### src/rtl/pcx_pkg.sv
`timescale 1ns / 1ps
`default_nettype none

package pcx_pkg;

  localparam int DEF_MAX_COLUMNS = 640;
  localparam int DEF_MAX_ROWS    = 480;

  localparam logic [7:0] RUN_MARK   = 8'hC0;
  localparam logic [5:0] COUNT_MASK = 6'h3F;

  localparam int CMD_DEPTH = 2;
  localparam int CMD_PTR_W = $clog2(CMD_DEPTH);
  localparam int CMD_CNT_W = $clog2(CMD_DEPTH + 1);

  localparam int          ADDR_W           = 3;
  localparam logic [2:0]  ADDR_LAST_COLUMN = 3'd0;
  localparam logic [2:0]  ADDR_LAST_ROW    = 3'd4;

  typedef struct packed {
    logic [7:0] index;
    logic [5:0] count;
  } cmd_t;

endpackage

`default_nettype wire

### src/rtl/pcx_front.sv
`timescale 1ns / 1ps
`default_nettype none

module pcx_front
  import pcx_pkg::*;
(
  input  wire logic       clk_i,
  input  wire logic       rst_ni,
  input  wire logic       take_i,
  input  wire logic [7:0] code_byte_i,
  output cmd_t            cmd_o,
  output logic            cmd_push_o
);

  logic       awaiting_q, awaiting_d;
  logic [5:0] count_q, count_d;

  always_comb begin
    awaiting_d  = awaiting_q;
    count_d     = count_q;
    cmd_push_o  = 1'b0;
    cmd_o.index = code_byte_i;
    cmd_o.count = 6'd1;
    if (take_i) begin
      if (awaiting_q) begin
        cmd_push_o  = 1'b1;
        cmd_o.count = count_q;
        awaiting_d  = 1'b0;
        count_d     = 6'd0;
      end else if ((code_byte_i & RUN_MARK) == RUN_MARK) begin
        awaiting_d = 1'b1;
        count_d    = code_byte_i[5:0] & COUNT_MASK;
      end else begin
        cmd_push_o = 1'b1;
      end
    end
  end

  always_ff @(posedge clk_i or negedge rst_ni) begin
    if (!rst_ni) begin
      awaiting_q <= 1'b0;
      count_q    <= 6'd0;
    end else begin
      awaiting_q <= awaiting_d;
      count_q    <= count_d;
    end
  end

endmodule

`default_nettype wire

### src/rtl/pcx_cmd_fifo.sv
`timescale 1ns / 1ps
`default_nettype none

module pcx_cmd_fifo
  import pcx_pkg::*;
(
  input  wire logic clk_i,
  input  wire logic rst_ni,
  input  wire logic push_i,
  input  wire cmd_t wdata_i,
  input  wire logic pop_i,
  output cmd_t      rdata_o,
  output logic      full_o,
  output logic      empty_o
);

  cmd_t                 mem_q [CMD_DEPTH];
  logic [CMD_PTR_W-1:0] wr_ptr_q, rd_ptr_q;
  logic [CMD_CNT_W-1:0] cnt_q;
  logic                 do_push, do_pop;

  assign full_o  = (cnt_q == CMD_CNT_W'(CMD_DEPTH));
  assign empty_o = (cnt_q == '0);
  assign do_push = push_i && !full_o;
  assign do_pop  = pop_i && !empty_o;
  assign rdata_o = mem_q[rd_ptr_q];

  always_ff @(posedge clk_i) begin
    if (do_push) begin
      mem_q[wr_ptr_q] <= wdata_i;
    end
  end

  always_ff @(posedge clk_i or negedge rst_ni) begin
    if (!rst_ni) begin
      wr_ptr_q <= '0;
      rd_ptr_q <= '0;
      cnt_q    <= '0;
    end else begin
      if (do_push) begin
        wr_ptr_q <= wr_ptr_q + 1'b1;
      end
      if (do_pop) begin
        rd_ptr_q <= rd_ptr_q + 1'b1;
      end
      if (do_push && !do_pop) begin
        cnt_q <= cnt_q + 1'b1;
      end else if (do_pop && !do_push) begin
        cnt_q <= cnt_q - 1'b1;
      end
    end
  end

endmodule

`default_nettype wire

### src/rtl/pcx_back.sv
`timescale 1ns / 1ps
`default_nettype none

module pcx_back
  import pcx_pkg::*;
#(
  parameter int MAX_COLUMNS = DEF_MAX_COLUMNS,
  parameter int MAX_ROWS    = DEF_MAX_ROWS
) (
  input  wire logic       clk_i,
  input  wire logic       rst_ni,
  input  wire logic [9:0] last_column_i,
  input  wire logic [8:0] last_row_i,
  input  wire cmd_t       cmd_i,
  input  wire logic       cmd_empty_i,
  output logic            cmd_pop_o,
  input  wire logic       pop_i,
  output logic            empty_o,
  output logic [7:0]      pixel_index_o,
  output logic [9:0]      pixel_column_o,
  output logic [8:0]      pixel_row_o,
  output logic            run_last_o,
  output logic            row_end_o,
  output logic            image_end_o
);

  logic       busy_q, busy_d;
  logic [7:0] val_q, val_d;
  logic [5:0] rem_q, rem_d;
  logic [9:0] col_q, col_d;
  logic [8:0] row_q, row_d;
  logic       done_q, done_d;
  logic       out_valid_q, out_valid_d;

  logic [9:0] lc_eff;
  logic [8:0] lr_eff;
  logic       rend, iend, last, emit;

  assign lc_eff = (32'(last_column_i) > 32'(MAX_COLUMNS - 1)) ? 10'(MAX_COLUMNS - 1)
                                                              : last_column_i;
  assign lr_eff = (32'(last_row_i) > 32'(MAX_ROWS - 1)) ? 9'(MAX_ROWS - 1) : last_row_i;

  assign rend = (col_q >= lc_eff);
  assign iend = rend && (row_q >= lr_eff);
  assign last = (rem_q == 6'd1) || rend;
  assign emit = busy_q && (!out_valid_q || pop_i);

  assign cmd_pop_o = (!busy_q || (emit && last)) && !cmd_empty_i;
  assign empty_o   = !out_valid_q;

  always_comb begin
    busy_d      = busy_q;
    val_d       = val_q;
    rem_d       = rem_q;
    col_d       = col_q;
    row_d       = row_q;
    done_d      = done_q;
    out_valid_d = out_valid_q;
    if (emit) begin
      out_valid_d = 1'b1;
      rem_d       = rem_q - 6'd1;
      if (last) begin
        busy_d = 1'b0;
      end
      if (iend) begin
        done_d = 1'b1;
      end else if (rend) begin
        col_d = 10'd0;
        row_d = row_q + 9'd1;
      end else begin
        col_d = col_q + 10'd1;
      end
    end else if (pop_i) begin
      out_valid_d = 1'b0;
    end
    if (cmd_pop_o) begin
      val_d  = cmd_i.index;
      rem_d  = cmd_i.count;
      busy_d = (cmd_i.count != 6'd0) && !done_d;
    end
  end

  always_ff @(posedge clk_i or negedge rst_ni) begin
    if (!rst_ni) begin
      busy_q      <= 1'b0;
      rem_q       <= 6'd0;
      col_q       <= 10'd0;
      row_q       <= 9'd0;
      done_q      <= 1'b0;
      out_valid_q <= 1'b0;
    end else begin
      busy_q      <= busy_d;
      rem_q       <= rem_d;
      col_q       <= col_d;
      row_q       <= row_d;
      done_q      <= done_d;
      out_valid_q <= out_valid_d;
    end
  end

  always_ff @(posedge clk_i) begin
    val_q <= val_d;
    if (emit) begin
      pixel_index_o  <= val_q;
      pixel_column_o <= col_q;
      pixel_row_o    <= row_q;
      run_last_o     <= last;
      row_end_o      <= rend;
      image_end_o    <= iend;
    end
  end

endmodule

`default_nettype wire

### src/rtl/pcx_rle_pixel_decoder.sv
// A literal byte's pixel passes the command queue, run registers and output registers.
// Throughput: one pixel per cycle from the emit unit while the result ports are popped;
// literal bytes then flow at one per cycle; a run holds the emit unit to its last pixel
// (sooner when cut at a row end) while the 2-word command queue fills.
// Reset: asynchronous, active low; clears the queue, position, run and done state and
// sets both picture size registers to zero. No clearing pass is needed.
`timescale 1ns / 1ps
`default_nettype none

module pcx_rle_pixel_decoder
  import pcx_pkg::*;
#(
  parameter int MAX_COLUMNS = DEF_MAX_COLUMNS,
  parameter int MAX_ROWS    = DEF_MAX_ROWS
) (
  input  wire logic              clk_i,
  input  wire logic              rst_ni,
  input  wire logic              psel,
  input  wire logic              penable,
  input  wire logic              pwrite,
  input  wire logic [ADDR_W-1:0] paddr,
  input  wire logic [31:0]       pwdata,
  output logic      [31:0]       prdata,
  output logic                   pready,
  input  wire logic              push_i,
  output logic                   full_o,
  input  wire logic [7:0]        code_byte_i,
  input  wire logic              pop_i,
  output logic                   empty_o,
  output logic      [7:0]        pixel_index_o,
  output logic      [9:0]        pixel_column_o,
  output logic      [8:0]        pixel_row_o,
  output logic                   run_last_o,
  output logic                   row_end_o,
  output logic                   image_end_o
);

  logic [9:0] last_column_q;
  logic [8:0] last_row_q;
  logic       cfg_wr;

  cmd_t front_cmd, fifo_cmd;
  logic front_push, fifo_full, fifo_empty, fifo_pop, take;

  assign pready = 1'b1;
  assign cfg_wr = psel && penable && pwrite && pready;

  always_ff @(posedge clk_i or negedge rst_ni) begin
    if (!rst_ni) begin
      last_column_q <= 10'd0;
      last_row_q    <= 9'd0;
    end else if (cfg_wr) begin
      case (paddr)
        ADDR_LAST_COLUMN: last_column_q <= pwdata[9:0];
        ADDR_LAST_ROW:    last_row_q    <= pwdata[8:0];
        default: ;
      endcase
    end
  end

  always_comb begin
    case (paddr)
      ADDR_LAST_COLUMN: prdata = {22'd0, last_column_q};
      ADDR_LAST_ROW:    prdata = {23'd0, last_row_q};
      default:          prdata = 32'd0;
    endcase
  end

  assign full_o = fifo_full;
  assign take   = push_i && !fifo_full;

  pcx_front u_front (
    .clk_i       (clk_i),
    .rst_ni      (rst_ni),
    .take_i      (take),
    .code_byte_i (code_byte_i),
    .cmd_o       (front_cmd),
    .cmd_push_o  (front_push)
  );

  pcx_cmd_fifo u_fifo (
    .clk_i   (clk_i),
    .rst_ni  (rst_ni),
    .push_i  (front_push),
    .wdata_i (front_cmd),
    .pop_i   (fifo_pop),
    .rdata_o (fifo_cmd),
    .full_o  (fifo_full),
    .empty_o (fifo_empty)
  );

  pcx_back #(
    .MAX_COLUMNS (MAX_COLUMNS),
    .MAX_ROWS    (MAX_ROWS)
  ) u_back (
    .clk_i          (clk_i),
    .rst_ni         (rst_ni),
    .last_column_i  (last_column_q),
    .last_row_i     (last_row_q),
    .cmd_i          (fifo_cmd),
    .cmd_empty_i    (fifo_empty),
    .cmd_pop_o      (fifo_pop),
    .pop_i          (pop_i),
    .empty_o        (empty_o),
    .pixel_index_o  (pixel_index_o),
    .pixel_column_o (pixel_column_o),
    .pixel_row_o    (pixel_row_o),
    .run_last_o     (run_last_o),
    .row_end_o      (row_end_o),
    .image_end_o    (image_end_o)
  );

  // nothing follows the final pixel
  a_done_quiet: assert property (@(posedge clk_i) disable iff (!rst_ni)
    (!empty_o && pop_i && image_end_o) |=> empty_o)
    else $error("pixel emitted after picture end");

  a_end_flags: assert property (@(posedge clk_i) disable iff (!rst_ni)
    (!empty_o && image_end_o) |-> (row_end_o && run_last_o))
    else $error("picture end without row end and run end");

  a_row_end_last: assert property (@(posedge clk_i) disable iff (!rst_ni)
    (!empty_o && row_end_o) |-> run_last_o)
    else $error("run continues past row end");

endmodule

`default_nettype wire
### config.mk
export PLATFORM = sky130hd
export DESIGN_NAME = pcx_rle_pixel_decoder
export DESIGN_NICKNAME = d
export VERILOG_FILES = /design/src/rtl/pcx_pkg.sv /design/src/rtl/pcx_front.sv /design/src/rtl/pcx_cmd_fifo.sv /design/src/rtl/pcx_back.sv /design/src/rtl/pcx_rle_pixel_decoder.sv
export SDC_FILE = /design/constraint.sdc
export NUM_CORES = 1
export LEC_CHECK = 0
export BUFFER_PORTS_ARGS = -buffer_cell sky130_fd_sc_hd__buf_4
export CORE_MARGIN = 5
export CORE_UTILIZATION = 55
export CTS_CLUSTER_SIZE = 8
export DETAILED_ROUTE_END_ITERATION = 6
export HOLD_SLACK_MARGIN = 0.08
export PLACE_DENSITY = 0.78
export SLEW_MARGIN = 0
export SYNTH_ARGS = -nofsm -noshare
export SYNTH_HDL_FRONTEND = slang
export SYNTH_SLANG_ARGS = --single-unit
### constraint.sdc
create_clock -name clk_i -period 3.6 [get_ports clk_i]
set_input_delay 0.9 -clock clk_i [delete_from_list [all_inputs] [get_ports clk_i]]
set_output_delay 0.9 -clock clk_i [all_outputs]
set_load 0.005 [all_outputs]
==> metrics.txt <==
pwr dens 808 mW/mm^2; run status finished clean; Inserted Clock Buffers 17; number of warnings issued by yosys 0; sequential share of power 43.0%; RSZ-0062 raised after global routing no; cell family with most CP delay simple AND/OR/NAND/NOR gates; Yosys reg bits ~120; switching share of total power around 32%; Hold Slack 0.417 ns; Total GRT Usage 19.1%; top cells by area, synth edfxtp_1, dfrtp_1, mux2_2; synthesized area approximately 0.0057 sq mm; Core ar. 0.0102 sq mm; Leakage Power about 3 nW; Fin. Hold Viols 0; Final Wtd Congestion around 0.81; # clock sinks roughly 120; type of origin of the critical path flip-flop; H-tree levels 4; Rel. slew slack between 40% and 50%; CTS tree built; count of different cell masters after synthesis 54; crit-path cells nor2_1 -> nor2_1 -> nor2_1 -> ha_1 -> nand2_1 -> o21a_1 -> nor3_2 -> o31ai_2 -> a21oi_4 -> inv_1 -> ha_1 -> nor2_1 -> xor2_1; final WL ~12000 microns; max incr delay on CP between 0.4 and 0.5 ns; share of layout cells above drive strength 1 between 20% and 30%; first-pass iteration count of the detailed router 4; wire per inst 17.2 microns; Post-synth EDFFs between 60 and 70; diodes inserted 0; clock skew approximately 0.010 ns; IO Pins 115; Synth Instances roughly 440; fill cell count between 700 and 800; Avg Cell Area, Syn 13.1 sq um; Final Critical Period ~3.1 ns; Slowest-stage cell, CP nor3_2; Fmax between 0.3 and 0.4 GHz; vias per cell approximately 5.5; most used cell, CP nor2_1; max-slew violation count 0; Area Growth Syn to Fin 20.2%; Buf+Inv Stages, Crit Path 1; Tcrit/Tclk final 87.3%; initial antenna violation count 0; Critical Path RT 4.04 ns; cell accounting for the most synthesized area edfxtp_1; combinational share of power roughly 28%; largest net degree at the start of global routing just under 60; Worst Hold Class reg -> reg; Std-Cell Rows 37; global-route congestion overflow total 0; Iteration-0 DRC Markers about 230; vias in the first global route roughly 3.8k; worst skew pair latency 0.52 ns; endpoint class of the critical path flip-flop; remaining antenna violation count 0; maxcap violations 0; final number of setup-violating endpoints 0; top-area cell type share of the netlist area between 30% and 40%; Switch Pwr around 1.8 mW; Die W approximately 110 microns; first-pass GRT wire length between 15000 and 20000 microns; drc violations 0; crit-path max FO 7; Power Internal 3.75 mW; setup TNS 0 ns; Die H roughly 110 microns; Seq/Total Area, Yosys roughly three fifths; Slew @ Worst Pin roughly 0.77 ns; crit path kind reg -> reg; starting density of the core a little under three fifths; DP HPWL 7810 microns; CP Data Arrival Time roughly 3.6 ns; Clk pin slew, worst setup/hold paths around 0.060 ns; detailed-route via count approximately 3.7k; Max IR drop VDD approximately 0.51 mV; post-cts sizing count 0; # port buffers 69; clock network power share approximately 29%; total setup buffers inserted after CTS 0; Synth async-reset ratio between 40% and 50%; ys flop type edfxtp_1; hold_buf cts 0; clock root cell clkbuf_8; clk buf depth 2; Die Area approximately 0.013 sq mm; Final #Nets 593
per-layer routing:
layer  vias to the layer above  GRT usage (%)  wire length, microns
met1                      1803           22.5                  4590
met5                         -              0                     0
met4                         0           7.14                   191
met2                       117           32.9                  6060
met3                        21           5.87                   668
li1                       1709              -                     -
worst paths after layout:
kind / start / to / slack, ns / cells after the start
max: last_column_q[8] / u_fifo.cnt_q[1] / 0.46 / 13
min: u_back.val_q[2] / u_back.pixel_index_o[2] / 0.42 / 0
max reg2reg: last_column_q[8] / u_fifo.cnt_q[1] / 0.46 / 13
min reg2reg: u_back.val_q[2] / u_back.pixel_index_o[2] / 0.42 / 0
max in group asynchronous: rst_ni / u_back.col_q[9] / 2.63 / 1
min in group asynchronous: rst_ni / u_fifo.cnt_q[1] / 0.45 / 1
cell families (layout without fill, tap and decap cells):
kind of cell	Yosys count	after routing	synth area share (%)
and+or+nand+nor	117	117	10.6
DFF	124	124	60.2
xor gates and xnor gates	17	17	2.61
muxes	48	48	9.04
buffers and inverters	50	124	4.98
AOI/OAI and AO/OA	55	55	7.20
adders and majority gates	24	24	5.27
other	2	23	0.132
cell usage after synthesis (5+ instances only):
master	instances
and3_1	8
clkbuf_1	6
a21oi_1	16
dfrtp_1	58
nand4_1	5
mux2i_1	20
inv_1	17
nor2_1	36
xor2_1	13
nand2b_1	6
nand2_1	19
o21ai_0	9
buf_4	23
nor3_1	11
mux2_2	28
nand3_1	11
a22o_1	7
ha_1	24
edfxtp_1	66
through the flow:
stage	setup slack, ns	utilization [%]	power [mW]	area, sq um	std cells
6_report	0.458	67.0	5.53	6850	668
5_1_grt	0.223	67.0	5.86	6850	668
3_3_place_gp	0.689	61.5	3.82	6290	636
3_5_place_dp	0.531	61.5	3.93	6290	636
4_1_cts	0.456	67.0	5.58	6850	668
2_1_floorplan	0.584	-	3.34	5780	458
worst register-to-register path, cell delays in order, from the launching register on:
cell and delay (ns):
dfrtp_1 0.40, nor2_1 0.06, nor2_1 0.35, nor2_1 0.11, ha_1 0.30, nand2_1 0.11, o21a_1 0.23, nor3_2 0.42
o31ai_2 0.18, a21oi_4 0.19, inv_1 0.05, ha_1 0.33, nor2_1 0.17, xor2_1 0.17
state kept, by name, indices dropped and copies added (netlist names), 2 cells and up:
name and flops:
last_column_q 10, last_row_q 9, u_back.col_q 10, u_back.pixel_column_o 10, u_back.pixel_index_o 8, u_back.pixel_row_o 9
u_back.rem_q 6, u_back.row_q 9, u_back.val_q 8, u_fifo.cnt_q 2, u_fifo.mem_q 28, u_front.count_q 6
layout by cell type, fill, tap and decap left out, drive strengths merged, types with 4 or more instances in the layout:
cell,instances
a21o,4
a21oi,17
a22o,7
and3,8
buf,74
clkbuf,18
clkinv,10
conb,23
dfrtp,58
edfxtp,66
ha,24
inv,20
mux2,28
mux2i,20
nand2,19
nand2b,6
nand3,12
nand4,5
nor2,37
nor3,12
o21ai,11
or3,4
xnor2,4
xor2,13
power by group through the flow:
stage | Sequential, mW | Combinational (mW) | Clock [mW]
3_3_place_gp | 2.37 | 1.44 | 0
3_5_place_dp | 2.40 | 1.53 | 0
4_1_cts | 2.38 | 1.56 | 1.63
2_1_floorplan | 2.28 | 1.06 | 0
5_1_grt | 2.45 | 1.71 | 1.70
6_report | 2.38 | 1.54 | 1.61
layout make-up:
class / count / area, sq um / share of cell area (%)
clock buffers: 18 / 418 / 6.10
clock inverters: 14 / 144 / 2.10
inverters: 18 / 67.6 / 0.986
multi-input cells: 284 / 2060 / 30.1
flip-flops and latches: 124 / 3430 / 50.1
well taps: 136 / 170 / 2.48
repair buffers: 74 / 556 / 8.11
Note: power is estimated with default switching activity, not from simulation.
